### src/rtl/npcm_pkg.sv
package npcm_pkg;

  localparam int IDX_W      = 8;
  localparam int CNT_W      = 9;
  localparam int CHAN_W     = 8;
  localparam int RGB_W      = 24;
  localparam int COLOR_W    = 32;
  localparam int SQ_W       = 16;
  localparam int DIST_W     = 18;
  localparam int CFG_IDX_W  = 1;
  localparam int CFG_DATA_W = 9;

  typedef enum logic {
    OP_LOAD = 1'b0,
    OP_MAP  = 1'b1
  } npcm_op_e;

  typedef enum logic [CFG_IDX_W-1:0] {
    CFG_USED_COLORS = 1'b0,
    CFG_SKIP_FIRST  = 1'b1
  } npcm_cfg_e;

  typedef enum logic [1:0] {
    S_IDLE,
    S_SCAN,
    S_DRAIN,
    S_POST
  } npcm_state_e;

  typedef struct packed {
    logic             init;
    logic             probe_valid;
    logic [IDX_W-1:0] probe_idx;
    logic [IDX_W-1:0] start_idx;
  } npcm_ctrl_t;

endpackage

### src/rtl/npcm_cell.sv
module npcm_cell (
  input  logic                     clk_i,
  input  logic                     shift_i,
  input  logic                     load_i,
  input  logic [npcm_pkg::RGB_W-1:0] load_rgb_i,
  input  logic [npcm_pkg::RGB_W-1:0] next_rgb_i,
  output logic [npcm_pkg::RGB_W-1:0] rgb_o
);
  import npcm_pkg::*;

  logic [RGB_W-1:0] rgb_q;
  logic [RGB_W-1:0] rgb_d;

  always_comb begin
    rgb_d = rgb_q;
    if (load_i) begin
      rgb_d = load_rgb_i;
    end else if (shift_i) begin
      rgb_d = next_rgb_i;
    end
  end

  always_ff @(posedge clk_i) begin
    rgb_q <= rgb_d;
  end

  assign rgb_o = rgb_q;

endmodule

### config.mk
export PLATFORM = sky130hd
export DESIGN_NAME = npcm_cell
export DESIGN_NICKNAME = d
export VERILOG_FILES = /design/src/rtl/npcm_pkg.sv /design/src/rtl/npcm_cell.sv
export SDC_FILE = /design/constraint.sdc
export NUM_CORES = 1
export LEC_CHECK = 0
export BUFFER_PORTS_ARGS = -buffer_cell sky130_fd_sc_hd__clkbuf_2
export CAP_MARGIN = 20
export CORE_ASPECT_RATIO = 0.9
export CORE_MARGIN = 5
export CORE_UTILIZATION = 30
export CTS_CLUSTER_DIAMETER = 100
export DETAILED_ROUTE_END_ITERATION = 8
export SYNTH_ARGS = -nofsm -noshare
export SYNTH_HDL_FRONTEND = slang
export SYNTH_SLANG_ARGS = --single-unit
### constraint.sdc
create_clock -name clk_i -period 1.9 [get_ports clk_i]
set_input_delay 0.285 -clock clk_i [delete_from_list [all_inputs] [get_ports clk_i]]
set_output_delay 0.285 -clock clk_i [all_outputs]
set_load 0.005 [all_outputs]
==> results of run 1 <==
## final timing paths
path,start,end,depth (start not counted)
worst min-delay path,next_rgb_i[14],rgb_o[14],2
worst max-delay path,rgb_o[12],rgb_o[12],1
## per-stage QoR
| step | utilization (%) | std cells |
|---|---|---|
| floorplan | - | 52 |
| global placement | 41.8 | 173 |
| detailed placement | 41.8 | 173 |
| CTS | 43.7 | 177 |
| global route | 43.7 | 177 |
| finish | 43.7 | 177 |
## cell type report
class | instances | area, sq um
well taps | 46 | 57.6
clock inverters | 1 | 30.0
multi-input cells | 25 | 348
clock buffers | 3 | 41.3
flip-flops and latches | 24 | 721
fillers | 338 | 2050
repair buffers | 78 | 400
## where the power goes
group | internal, mW | switching (mW)
Combinational | 0.132 | 0.0777
Sequential | 0.649 | 0.0156
Clock | 0.281 | 0.159
Total | 1.06 | 0.252
## cell families (layout without fill, tap and decap cells)
logic type	Yosys count	count (layout)	synth area share [%]
multiplexers	24	24	30.5
AND/OR/NAND/NOR	1	1	0.559
flip-flops	24	24	64.4
buffers and inverters	3	82	4.58
## layer usage
metal / GRT usage (%) / wire (um)
met3: 4.55 / 238
met4: 4.00 / 37
met1: 10.2 / 874
met5: 0 / 0
met2: 16.1 / 1250
## Yosys cell counts
library cell and n:
mux2_4 19, edfxtp_1 24, or2_1 1, buf_6 1, mux2_2 5, buf_12 2
## cells in the final DEF, fill, tap and decap left out
cell / count
clkbuf_2: 74
edfxtp_1: 24
mux2_4: 19
mux2_2: 5
buf_4: 4
clkbuf_8: 3
or2_1: 1
bufinv_16: 1
==> impl_metrics.toml, run 1 <==
[critical_path]
slowest_stage = "edfxtp_1"
critPathBufInv = 1
critPathLaunchType = "register"
worstPathArrival_ns = 0.79
path_max_fanout = 1
crit_family = "flip-flops"
crit_required_ns = 1.62
end_kind = "output pin"
cpPeakStageDelay_ns = 0.40
path_cells = "clkbuf_2"
crit_type = "register to output pin"

[floorplan]
num_rows = 21
core_sq_um = 3650
dieArea_sq_um = 5060
fp.dieW_um = 74.4
ioPinCount = 75
start_util_pct = 30.7
die_h_um = 68.0

[route]
drt_iter0_drc = 6
wirelength_um = 2400
post_drt_wl_per_cell_um = 13.5
postRouteAntennaNets = 0
dr.pass1.iters = 2
num_vias = 747
drcViolationCount = 0
viasPerCell = 4.22

[layout]
nets = 183
antenna_cells = 0
syn_to_final_growth_pct = 42.7
final_area_sq_um = 1600
post_route_cells_drive_above_1_share_pct = 80.9
largest_register_ffs = 24

[global_route]
antenna_found_initial = 0
grt_usage_pct = 9.54
grt_pass1_vias = 842
grt_max_degree = 15
grt-ovfl-total = 0
grt_pass1_wl_um = 3530

[logic_synthesis]
synth_top_area_cell = "edfxtp_1"
synth_top_area_share_pct = 64.4
synth_area_leaders = "edfxtp_1 64%, mux2_4 25%, mux2_2 5.0%"
synth_seq_cells = 24
ys_warn_count = 0
synth_area_sq_um = 1120
avgSynthCellArea_sq_um = 21.5
synthCells = 52
synth_cell_types = 6
seq_area_frac_synth_pct = 64.4
syn_nets = 103

[sta]
finalHoldViolCount = 0
fin_ws_ns = 0.823
tns_ns = 0
slew_viol_final = 0
slew_headroom_pct = 85.1
rsz0062_at_grt = "no"
finalSetupViolations = 0
tightest_slew_ns = 0.224
fin_crit_sh_pct = 56.7
fmax_mhz = 928
min_period_ns = 1.08
whs_ns = 0.319

[placement]
port_buffers = 74
placed_cell_area_sq_um = 1530
place_congestion = 0.786
dp_slack_ns = 0.604
place_hpwl_um = 2030

[cts]
cts_tree = "built"
htreeDepth = 1
clockBufferDepth = 2
root_buffer = "clkbuf_8"
ctsHoldBuffers = 0
post_cts_resized = 0
clock-sinks = 24
post_cts_buffers = 0
cts_buffers = 3
clk_pin_slew_ns = 0.08

[power]
leakagePower_nw = 0.784
peakVddDrop_v = 0.000315
power_mw = 1.31
pwr_density_cell_nw_per_um2 = 822

[run]
drv_cap = 0

[outcome]
status = "finished, final reports clean"

[min_path]
hp-class = "input port to register"
(Power assumes the default switching activity.)
==> run 2: changes to the inputs <==
Clock period 1.9 ns to 1.07 ns, I/O delays scaled along.
==> run 2 against run 1 <==
- flip-flop and latch count is the same
- highest routed layer unchanged
- die area is the same
- first-iteration DRC count rose to 3.0 times the previous value
- sequential share of layout area is the same
- worst hold slack got worse by 0.13 ns
- non-clock buffer count fell by 2
- count of clock-buffer cells in the layout is the same
==> impl_metrics.toml, run 2 (same netlist as run 1, synthesis figures left out) <==
[outcome]
status = "finished, final reports clean"

[route]
dr.pass1.iters = 3
num_vias = 726
drt_iter0_drc = 18
post_drt_wl_per_cell_um = 13.1
wirelength_um = 2290
postRouteAntennaNets = 0
viasPerCell = 4.15
drcViolationCount = 0

[sta]
whs_ns = 0.187
slew_headroom_pct = 77.8
rsz0062_at_grt = "no"
fmax_mhz = 1070
finalSetupViolations = 0
tns_ns = 0
finalHoldViolCount = 0
slew_viol_final = 0
min_period_ns = 0.936
fin_crit_sh_pct = 87.5
tightest_slew_ns = 0.333
fin_ws_ns = 0.134

[cts]
ctsHoldBuffers = 0
htreeDepth = 1
post_cts_buffers = 0
cts_buffers = 3
root_buffer = "clkbuf_8"
clk_pin_slew_ns = 0.09
clock-sinks = 24
post_cts_resized = 0
clockBufferDepth = 2
cts_tree = "built"

[power]
leakagePower_nw = 0.781
pwr_density_cell_nw_per_um2 = 1460
power_mw = 2.33
peakVddDrop_v = 0.000636

[critical_path]
critPathBufInv = 1
crit_required_ns = 0.91
path_max_fanout = 1
slowest_stage = "edfxtp_1"
cpPeakStageDelay_ns = 0.38
crit_family = "flip-flops"
path_cells = "clkbuf_2"
end_kind = "output pin"
critPathLaunchType = "register"
worstPathArrival_ns = 0.78
crit_type = "register to output pin"

[placement]
dp_slack_ns = -0.00400
place_congestion = 0.653
place_hpwl_um = 1900
port_buffers = 74

[min_path]
whs_path_depth = 2
hp-class = "input port to register"
holdPathEnd = "rgb_o[20]"
min_from = "next_rgb_i[20]"

[global_route]
grt_max_degree = 25
grt_usage_pct = 9.09
antenna_found_initial = 0
grt_pass1_wl_um = 3440
grt_pass1_vias = 820
grt-ovfl-total = 0

[layout]
regArea_sq_um = 721
largest_register_ffs = 24
syn_to_final_growth_pct = 42.7
antenna_cells = 0
nets = 181
final_common_cell = "clkbuf_2"
layout_common_cells = "74 x clkbuf_2, 24 x edfxtp_1, 19 x mux2_4"
multi_input_area_sq_um = 350
post_route_cells_drive_above_1_share_pct = 81.4
num-fill-cells = 340

[floorplan]
dieArea_sq_um = 5060
num_rows = 21
ioPinCount = 75
die_h_um = 68.0
core_sq_um = 3650
start_util_pct = 30.7
fp.dieW_um = 74.4

[run]
drv_cap = 0
[run 2: cell count changes in the layout (fill, tap and decap cells not counted)]
| cell | delta |
|---|---|
| or2_4 | +1 |
| buf_4 | -3 |
| or2_1 | -1 |
| buf_12 | +1 |
[run 2: worst max path at each step]
stage,from,end,slack [ns],cells past startpoint
after floorplan,load_i,rgb_o[0],0.03,3
after global placement,load_i,rgb_o[17],0.01,3
after detailed placement,load_i,rgb_o[18],-0.004,3
after CTS,rgb_o[15],rgb_o[15],0.12,1
after global routing,rgb_o[18],rgb_o[18],0.09,1
final,rgb_o[15],rgb_o[15],0.13,1
[run 2: layout make-up]
class	instances	share of cell area [%]
Sequential cell	24	45.1
Clock buffer	3	2.58
Timing Repair Buffer	76	24.9
Tap cell	46	3.60
Clock inverter	1	1.88
Multi-Input combinational cell	25	21.9
[run 2: per-layer routing]
metal  vias up  track usage (%)  part of all wire [%]
met3         2             3.52                    11
met2        35             16.2                    56
met4         0             4.00                   1.2
li1        355                -                     -
met5         -                0                     0
met1       334             9.43                    32
[run 2: power by group]
group / switching [mW] / total (mW) / internal (mW)
logic: 0.134 / 0.369 / 0.235
registers: 0.0269 / 1.18 / 1.15
clock network: 0.281 / 0.780 / 0.500
[run 2: through the flow]
| stage | utilization (%) | cell area (sq um) | cells |
|---|---|---|---|
| after floorplan | - | 1120 | 52 |
| after global placement | 41.8 | 1530 | 171 |
| after detailed placement | 41.8 | 1530 | 171 |
| after CTS | 43.7 | 1600 | 175 |
| after global routing | 43.7 | 1600 | 175 |
| final | 43.7 | 1600 | 175 |
==> run 3: changes to the inputs <==
Settings changed: CELL_PAD_IN_SITES_DETAIL_PLACEMENT set to 0, CELL_PAD_IN_SITES_GLOBAL_PLACEMENT set to 1, CORE_ASPECT_RATIO 0.9 to not set, PLACE_DENSITY_LB_ADDON set to 0.1.
==> run 3 against run 2 <==
- power down 11%
- largest cell class unchanged
- non-clock buffer count unchanged
- worst hold slack better by 0.0068 ns
==> impl_metrics.toml, run 3 (same netlist as run 1, synthesis figures left out) <==
[layout]
num-fill-cells = 353
post_route_cells_drive_above_1_share_pct = 80.6
multi_input_area_sq_um = 350
layout_common_cells = "74 x clkbuf_2, 24 x edfxtp_1, 19 x mux2_4"
antenna_cells = 0
final_area_sq_um = 1590
finish.utilization_pct = 43.7
nets = 181
regArea_sq_um = 721
largest_register_ffs = 24
syn_to_final_growth_pct = 41.7
final_common_cell = "clkbuf_2"

[critical_path]
worstPathArrival_ns = 0.78
critPathBufInv = 1
critPathLaunchType = "register"
crit_type = "register to output pin"
crit_required_ns = 0.91
end_kind = "output pin"
crit_family = "flip-flops"
path_max_fanout = 1
path_cells = "clkbuf_2"
cpPeakStageDelay_ns = 0.39
slowest_stage = "edfxtp_1"

[cts]
post_cts_buffers = 0
cts_buffers = 3
post_cts_resized = 0
clockBufferDepth = 2
cts_tree = "built"
ctsHoldBuffers = 0
root_buffer = "clkbuf_8"
htreeDepth = 1
clock-sinks = 24
clk_pin_slew_ns = 0.08

[global_route]
grt_pass1_vias = 858
grt_pass1_wl_um = 3820
grt-ovfl-total = 0
grt_usage_pct = 9.48
grt_max_degree = 25
antenna_found_initial = 0

[route]
viasPerCell = 4.12
post_drt_wl_per_cell_um = 13.2
drt_iter0_drc = 25
dr.pass1.iters = 2
postRouteAntennaNets = 0
num_vias = 729
drcViolationCount = 0
wirelength_um = 2340

[floorplan]
die_h_um = 71.1
ioPinCount = 75
num_rows = 22
core_sq_um = 3630
start_util_pct = 30.8
dieArea_sq_um = 5050
fp.dieW_um = 71.1

[placement]
port_buffers = 74
placed_cell_area_sq_um = 1540
place_congestion = 0.725
place_hpwl_um = 1990

[sta]
slew_viol_final = 0
rsz0062_at_grt = "no"
tightest_slew_ns = 0.336
finalHoldViolCount = 0
min_period_ns = 0.943
fin_crit_sh_pct = 88.1
fmax_mhz = 1060
slew_headroom_pct = 77.6
finalSetupViolations = 0

[outcome]
status = "finished, final reports clean"

[run]
drv_cap = 0

[power]
peakVddDrop_v = 0.000527
pwr_density_cell_nw_per_um2 = 1310
leakagePower_nw = 0.773

[min_path]
hp-class = "input port to register"
-- run 3: cell count changes in the layout (fill, tap and decap cells not counted), sizes merged --
cell / delta
bufinv: -1
clkinv: +1
-- run 3: per-layer routing --
metal	part of all wire (%)	vias up	wire length (um)	track usage [%]
met5	0	-	0	0
met4	0	0	0	2.51
met3	12	0	272	3.98
met2	51	40	1200	17.3
met1	37	333	861	9.97
li1	-	356	-	-
-- run 3: layout make-up --
type,instances,area share [%]
Tap cell,48,3.79
Clock inverter,1,0.237
Multi-Input combinational cell,25,22.1
Timing Repair Buffer,76,25.9
Sequential cell,24,45.4
Clock buffer,3,2.60
-- run 3: final timing paths --
| path | startpoint | end | cells after the start |
|---|---|---|---|
| worst max-delay path | rgb_o[8] | rgb_o[8] | 1 |
| worst min-delay path | next_rgb_i[7] | rgb_o[7] | 2 |
-- run 3: where the power goes --
| group | total (mW) | leakage (nW) | switching, mW | internal (mW) |
|---|---|---|---|---|
| clock network | 0.528 | 0.0231 | 0.272 | 0.256 |
| logic | 0.373 | 0.505 | 0.133 | 0.240 |
| registers | 1.18 | 0.245 | 0.0292 | 1.15 |
-- run 3: through the flow --
stage	instances	hold WS, ns	setup TNS (ns)	worst slack [ns]	total power, mW
finish	177	0.194	0	0.127	2.08
global route	177	0.185	0	0.0928	2.19
CTS	177	0.190	0	0.103	2.12
detailed placement	173	0.464	-0.407	-0.0317	1.59
global placement	173	0.463	-0.231	-0.0209	1.59
floorplan	52	0.378	0	0.0263	1.38
