**config.mk**
```make
export PLATFORM = sky130hd
export DESIGN_NAME = npcm_dist
export DESIGN_NICKNAME = d
export VERILOG_FILES = /design/src/rtl/npcm_pkg.sv /design/src/rtl/npcm_dist.sv
export SDC_FILE = /design/constraint.sdc
export NUM_CORES = 1
export LEC_CHECK = 0
export ABC_CLOCK_PERIOD_IN_PS = 4600
export BUFFER_PORTS_ARGS = -buffer_cell sky130_fd_sc_hd__buf_2
export CAP_MARGIN = 10
export CELL_PAD_IN_SITES_DETAIL_PLACEMENT = 0
export CELL_PAD_IN_SITES_GLOBAL_PLACEMENT = 1
export CORE_UTILIZATION = 45
export CTS_CLUSTER_SIZE = 24
export DETAILED_ROUTE_END_ITERATION = 8
export GPL_ROUTABILITY_DRIVEN = 0
export PLACE_DENSITY = 0.87
export SLEW_MARGIN = 5
export SYNTH_ARGS = -nofsm -noshare
export SYNTH_HDL_FRONTEND = slang
export SYNTH_SLANG_ARGS = --single-unit
```
**constraint.sdc**
```tcl
create_clock -name clk_i -period 4.6 [get_ports clk_i]
set_input_delay 1.38 -clock clk_i [delete_from_list [all_inputs] [get_ports clk_i]]
set_output_delay 1.38 -clock clk_i [all_outputs]
set_load 0.01 [all_outputs]
```
**src/rtl/npcm_pkg.sv**
```systemverilog
package npcm_pkg;

  localparam int IDX_W      = 8;
  localparam int CNT_W      = 9;
  localparam int CHAN_W     = 8;
  localparam int RGB_W      = 24;
  localparam int COLOR_W    = 32;
  localparam int SQ_W       = 16;
  localparam int DIST_W     = 18;
  localparam int CFG_IDX_W  = 1;
  localparam int CFG_DATA_W = 9;

  typedef enum logic {
    OP_LOAD = 1'b0,
    OP_MAP  = 1'b1
  } npcm_op_e;

  typedef enum logic [CFG_IDX_W-1:0] {
    CFG_USED_COLORS = 1'b0,
    CFG_SKIP_FIRST  = 1'b1
  } npcm_cfg_e;

  typedef enum logic [1:0] {
    S_IDLE,
    S_SCAN,
    S_DRAIN,
    S_POST
  } npcm_state_e;

  typedef struct packed {
    logic             init;
    logic             probe_valid;
    logic [IDX_W-1:0] probe_idx;
    logic [IDX_W-1:0] start_idx;
  } npcm_ctrl_t;

endpackage

```
**src/rtl/npcm_dist.sv**
```systemverilog
module npcm_dist (
  input  logic                        clk_i,
  input  logic                        rst_ni,
  input  npcm_pkg::npcm_ctrl_t        ctrl_i,
  input  logic [npcm_pkg::RGB_W-1:0]  rgb_i,
  input  logic [npcm_pkg::RGB_W-1:0]  pixel_i,
  output logic [npcm_pkg::IDX_W-1:0]  best_o
);
  import npcm_pkg::*;

  function automatic logic [SQ_W-1:0] diff_sq(input logic [CHAN_W-1:0] a,
                                              input logic [CHAN_W-1:0] b);
    logic [CHAN_W-1:0] d;
    d = (a > b) ? (a - b) : (b - a);
    return SQ_W'(d) * SQ_W'(d);
  endfunction

  logic              s1_valid_q;
  logic [IDX_W-1:0]  s1_idx_q;
  logic [SQ_W-1:0]   sq_r_q, sq_g_q, sq_b_q;
  logic [DIST_W-1:0] best_dist_q, best_dist_d;
  logic [IDX_W-1:0]  best_idx_q, best_idx_d;
  logic [DIST_W-1:0] dist_sum;
  logic              better;

  always_ff @(posedge clk_i or negedge rst_ni) begin
    if (!rst_ni) begin
      s1_valid_q <= 1'b0;
    end else begin
      s1_valid_q <= ctrl_i.probe_valid;
    end
  end

  always_ff @(posedge clk_i) begin
    s1_idx_q <= ctrl_i.probe_idx;
    sq_r_q   <= diff_sq(rgb_i[23:16], pixel_i[23:16]);
    sq_g_q   <= diff_sq(rgb_i[15:8],  pixel_i[15:8]);
    sq_b_q   <= diff_sq(rgb_i[7:0],   pixel_i[7:0]);
  end

  assign dist_sum = DIST_W'(sq_r_q) + DIST_W'(sq_g_q) + DIST_W'(sq_b_q);
  assign better   = s1_valid_q && (dist_sum < best_dist_q);

  always_comb begin
    best_dist_d = best_dist_q;
    best_idx_d  = best_idx_q;
    if (ctrl_i.init) begin
      best_dist_d = '1;
      best_idx_d  = ctrl_i.start_idx;
    end else if (better) begin
      best_dist_d = dist_sum;
      best_idx_d  = s1_idx_q;
    end
  end

  always_ff @(posedge clk_i) begin
    best_dist_q <= best_dist_d;
    best_idx_q  <= best_idx_d;
  end

  assign best_o = best_idx_q;

endmodule

```
==> results_dict.tcl, run 1 <==
set metrics [dict create \
    grt_pass1_wl_um 40860 \
    grt_pass1_vias 9353 \
    dieWidth_um 152.5 \
    core_area_um2 22030 \
    holdPathEnd "best_dist_q[2]" \
    rows 54 \
    antenna_found_initial 0 \
    clk_latency_ns 0.34 \
    drive_above_1_share_pct 42.13 \
    diodes 0 \
    ios 76 \
    r2r_cells 17 \
    clk_pin_slew_ns 0.06 \
    initial_utilization_pct 46.25 \
    worst-slew-pin-transition_ns 0.5504 \
    grt_usage_pct 20.87 \
    drc_errors 8 \
    synth_top_area_share_pct 20.63 \
    clock_path_buffers 2 \
    cts_root_buffer "clkbuf_16" \
    min_period_ns 6.975 \
    cp.required_ns 4.82 \
    multi_input_area_um2 8855 \
    finalSetupViolations 36 \
    fill_cells 1655 \
    yosysMostFrequentCell "inv_1" \
    antenna_left 0 \
    crit_top_cell "fa_1" \
    chipHeight_um 152.5 \
    placed_cells 1732 \
    synth_area_um2 10190 \
    ys.flop_type "dfxtp_1" \
    start_kind "input pin" \
    netlist_top_cells_area "ha_1, fa_1, dfxtp_1, inv_1, xnor2_1" \
    routedWlPerCell_um 13.30 \
    synth_seq_cells 80 \
    drt_iter0_drc 270 \
    htreeDepth 3 \
    grt_max_degree 28 \
    setup.worst_path.end_class "register" \
    r2r_end "best_dist_q[15]" \
    ys_warn_count 0 \
    drt-pass1-iter-count 7 \
    min_from "best_dist_q[2]" \
    hpwl_um 18840 \
    hold_depth 1 \
    finalNonFillerCells 1792 \
    grt-ovfl-total 0 \
    grt_util_met1_pct 25.79 \
    violations "DRC, setup timing" \
    syn_avg_cell_area_um2 8.889 \
    viasPerCell 4.961 \
    area.sequential_um2 1687 \
    maxCapViolations 0 \
    path_max_fanout 4 \
    whs_ns 0.4660 \
    synth_commonest_cells "inv_1, ha_1, nor2_1" \
    clock_sinks 80 \
    ctsHoldBuffers 0 \
    top_usage_layer "met2" \
    finish.net_count 1840 \
    setup_ws_ns -2.375 \
    slowest_stage "fa_1" \
    slew_headroom_pct 63.31 \
    timing.fmax_mhz 143.4 \
    yosysSeqAreaShare_pct 16.56 \
    r2r_setup_slack_ns 0.31 \
    wl_um 23830 \
    crit_type "in -> reg" \
    grt_setup_unrepaired "true" \
    use_met2_pct 39.06 \
    slew_violations 0 \
    cts_made_buffers 9 \
    vias 8891 \
    synth-async-reset-ratio_pct 1.250 \
    finClkSkew_ns 0.004361 \
    cts_tree "built" \
    hold_viol_final 0 \
    post-route-period-util_pct 151.6 \
    outcome "finished with violations" \
    hold_class "reg -> reg" \
    reg2reg_from "sq_r_q[8]" \
    syn_to_final_growth_pct 46.76 \
    io_buffers 75 \
    synth_top_area_cell "ha_1" \
    grtUsageMet3_pct 2.503 \
    critPathMaxStageDelay_ns 0.52 \
    die_area_um2 23240 \
    synth_edf_count 8 \
    cp.arrival_ns 7.19 \
    synth_cells 1146 \
    ys_types 62 \
]
==> critical path, delay by kind of cell <==
| kind | cells | cell delay [ns] |
|---|---|---|
| and+or+nand+nor | 4 | 0.54 |
| AOI/OAI and AO/OA | 8 | 1.58 |
| buffers and inverters | 7 | 0.48 |
| muxes | 1 | 0.24 |
| xor gates and xnor gates | 2 | 0.28 |
| adders and majority gates | 7 | 2.69 |
==> flip-flops by register name, indices dropped and copies added (netlist names) <==
name / flops
best_dist_q: 18
sq_r_q: 15
s1_idx_q: 8
s1_valid_q: 1
best_o: 8
sq_b_q: 15
sq_g_q: 15
==> final cells by class <==
class / instances / share of cell area (%)
clock inverter: 4 / 0.3431
clock buffer: 12 / 1.791
tap: 280 / 2.343
timing repair buffer: 369 / 18.97
sequential: 80 / 11.28
inverter: 231 / 6.042
multi-input combinational: 816 / 59.23
==> kinds of logic after synthesis <==
group                      after synthesis  share of synthesized area (%)
other                                    2                        0.07372
xor gates and xnor gates                75                          6.804
DFF                                     80                          16.56
AOI/OAI and AO/OA                      222                          14.78
and+or+nand+nor                        228                          10.30
adders and majority gates              265                          39.70
buffers and inverters                  251                          9.420
muxes                                   23                          2.370
==> per-stage QoR <==
stage	utilization, %	instance area (um2)	setup WS [ns]	TNS [ns]
global route	67.88	14950	-2.576	-61.27
detailed placement	60.85	13400	-2.779	-71.59
finish	67.88	14950	-2.375	-55.15
CTS	65.34	14390	-2.353	-54.17
global placement	60.85	13400	-2.597	-67.84
floorplan	-	10860	-2.453	-55.44
==> layout by cell type, fill, tap and decap left out, types with 21 or more instances in the layout <==
cell type | Yosys | routed
buf_6 | 1 | 41
a21o_1 | 32 | 32
nor2_1 | 109 | 80
ha_1 | 168 | 136
buf_2 | 5 | 67
xnor2_1 | 47 | 29
inv_1 | 231 | 183
buf_4 | 1 | 253
inv_2 | 0 | 41
fa_1 | 97 | 85
nor2_2 | 2 | 21
a21oi_1 | 67 | 41
nand2_1 | 35 | 28
ha_4 | 0 | 29
dfxtp_1 | 71 | 71
o21ai_0 | 31 | 21
==> per-layer routing <==
layer | vias to the layer above | wire length [um] | share of wire [%]
met1 | 4299 | 10480 | 44
met2 | 115 | 12480 | 52
met4 | 0 | 269 | 1.1
li1 | 4451 | - | -
met3 | 26 | 605 | 2.5
met5 | - | 0 | 0
==> worst max path at each step <==
stage,startpoint,endpoint,slack (ns),cells after the start
6_report,rgb_i[16],sq_r_q[15],-2.37,29
5_1_grt,rgb_i[16],sq_r_q[15],-2.58,29
4_1_cts,rgb_i[16],sq_r_q[15],-2.35,29
3_5_place_dp,rgb_i[16],sq_r_q[15],-2.78,29
3_3_place_gp,rgb_i[16],sq_r_q[15],-2.60,29
2_1_floorplan,rgb_i[16],sq_r_q[15],-2.45,28
==> what timing repair did <==
item                                    in CTS  in global routing
buffers inserted                            27                 24
endpoints found under the setup margin      36                 62
gates cloned                                 0                  1
endpoints found under the hold margin        0                  0
pin swaps                                   81                 62
gates resized for setup                    112                 89
Power of run 1 is not shown: default switching activity piles up to over one toggle a cycle in this logic, so the estimate is an artifact.
==> inputs of run 2 (changes only) <==
- ABC_AREA: not set -> 1
- GPL_TIMING_DRIVEN: not set -> 1
- PLACE_DENSITY: 0.87 -> 0.84
==> results_dict.tcl, run 2 <==
set metrics [dict create \
    postPlaceCellArea_um2 14250 \
    hold_depth 2 \
    grt_usage_pct 22.45 \
    drt_iter0_drc 396 \
    synth_seq_cells 80 \
    setup_ws_ns -1.180 \
    largest_register_ffs 18 \
    r2r_cells 17 \
    maxCapViolations 0 \
    postLayoutCellArea_um2 16520 \
    yosysSeqAreaShare_pct 15.34 \
    drc_errors 0 \
    htreeDepth 3 \
    clk_pin_slew_ns 0.06 \
    hold_viol_final 0 \
    dieWidth_um 158.3 \
    rows 56 \
    clock_path_buffers 2 \
    diodes 0 \
    ys_warn_count 0 \
    cts_made_buffers 9 \
    netlist_top_cells_area "ha_1, fa_1, dfxtp_1, nand2_1, inv_1" \
    post-route-util_pct 69.74 \
    clock_sinks 80 \
    die_area_um2 25060 \
    crit_top_cell "fa_1" \
    cts_tree "built" \
    yosysMostFrequentCell "nand2_1" \
    cp.required_ns 4.84 \
    finish.net_count 2147 \
    grt_setup_unrepaired "true" \
    clk_latency_ns 0.35 \
    synth_top_area_cell "ha_1" \
    ys.flop_type "dfxtp_1" \
    setup.worst_path.end_class "register" \
    chipHeight_um 158.3 \
    antenna_left 0 \
    min_period_ns 5.780 \
    finalNonFillerCells 2138 \
    slowest_stage "fa_1" \
    hold_class "reg -> reg" \
    viasPerCell 4.721 \
    wl_um 27650 \
    synth_commonest_cells "nand2_1, inv_1, ha_1" \
    crit_family "adder cells" \
    syn_to_final_growth_pct 50.27 \
    syn_avg_cell_area_um2 7.623 \
    start_kind "input pin" \
    drive_above_1_share_pct 44.26 \
    cts_root_buffer "clkbuf_16" \
    grt-ovfl-total 0 \
    outcome "finished with violations" \
    path_depth 28 \
    ys_types 48 \
    slew_violations 0 \
    final_common_cell "buf_4" \
    synth_cells 1442 \
    crit_buf_inv 7 \
    grt_pass1_wl_um 45600 \
    critPathMaxStageDelay_ns 0.56 \
    crit_type "in -> reg" \
    placed_cells 2055 \
    path_max_fanout 6 \
    finalSetupViolations 36 \
    post-route-period-util_pct 125.7 \
    grt_pass1_vias 10337 \
    timing.fmax_mhz 173.0 \
    cp.arrival_ns 6.02 \
    drt-pass1-iter-count 4 \
    regMostFlops "best_dist_q" \
    whs_ns 0.4744 \
    synth_area_um2 10990 \
    initial_utilization_pct 46.41 \
    synth-async-reset-ratio_pct 1.250 \
    core_area_um2 23680 \
    vias 10093 \
    layout_common_cells "buf_4, nand2_1, inv_1" \
    grt_max_degree 27 \
    routedWlPerCell_um 12.93 \
    hpwl_um 21010 \
    antenna_found_initial 0 \
    synth_top_area_share_pct 19.12 \
    violations "setup timing" \
    synth_edf_count 8 \
    io_buffers 75 \
    finClkSkew_ns 0.005443 \
    ios 76 \
]
## run 2: path summary, 6_finish.rpt
check | endpoint | slack [ns] | startpoint
max in group asynchronous | s1_valid_q | 3.72 | rst_ni
min | best_dist_q[9] | 0.47 | best_dist_q[9]
max reg2reg | best_o[5] | 0.97 | sq_b_q[4]
max | sq_b_q[15] | -1.18 | rgb_i[0]
min in group asynchronous | s1_valid_q | 0.79 | rst_ni
min reg2reg | best_dist_q[9] | 0.47 | best_dist_q[9]
## run 2: layout make-up
class | count | area [um2]
Clock buffer | 9 | 225.2
Timing Repair Buffer | 373 | 2932
Sequential cell | 80 | 1687
Fill cell | 1849 | 7166
Multi-Input combinational cell | 1040 | 9956
Clock inverter | 7 | 60.06
Tap cell | 319 | 399.1
Inverter | 310 | 1259
## run 2: what timing repair did
item,CTS,global route
hold buffers,0,0
hold endpoints to repair,0,0
pin swaps,135,86
buffers inserted,42,36
gates resized for setup,208,126
cloned,3,0
setup endpoints to repair,36,36
## run 2: worst register-to-register path, cell delays in order, from the launching register on
cell     delay [ns]
dfxtp_1        0.36
fa_1           0.43
ha_1           0.34
a21oi_1        0.16
o21ai_1        0.13
nand2_1        0.08
nand2_1        0.08
a21oi_1        0.26
xnor2_1        0.21
ha_1           0.30
nand2_1        0.07
inv_1          0.04
o21ai_1        0.07
nand2_1        0.06
a21o_1         0.17
a21oi_1        0.11
nand3_1        0.14
nand2_1        0.29
## run 2: layer usage
metal	part of all wire (%)	wire length (um)	vias up	global-route usage [%]
met4	2.2	613	0	5.220
met3	2.3	649	50	2.314
met2	53	14580	146	42.52
li1	-	-	5175	-
met1	43	11810	4722	26.97
met5	0	0	-	0
## run 2: per-stage QoR
step | setup slack [ns] | setup TNS [ns]
finish | -1.180 | -30.31
global placement | -1.601 | -44.54
detailed placement | -1.689 | -47.30
global route | -1.346 | -36.90
floorplan | -1.297 | -30.31
CTS | -1.110 | -28.80
## run 2: logic make-up (layout without fill, tap and decap cells)
group / count (synthesis) / count (layout) / synth area share, %
XOR/XNOR: 77 / 77 / 6.135
AND/OR/NAND/NOR: 541 / 544 / 21.92
adder cells (fa/ha/maj): 265 / 265 / 36.79
other: 2 / 3 / 0.06832
buffers and inverters: 326 / 699 / 11.60
AO/OA/AOI/OAI: 151 / 151 / 8.139
flip-flops: 80 / 80 / 15.34
Power of run 2 is left out for the same reason.
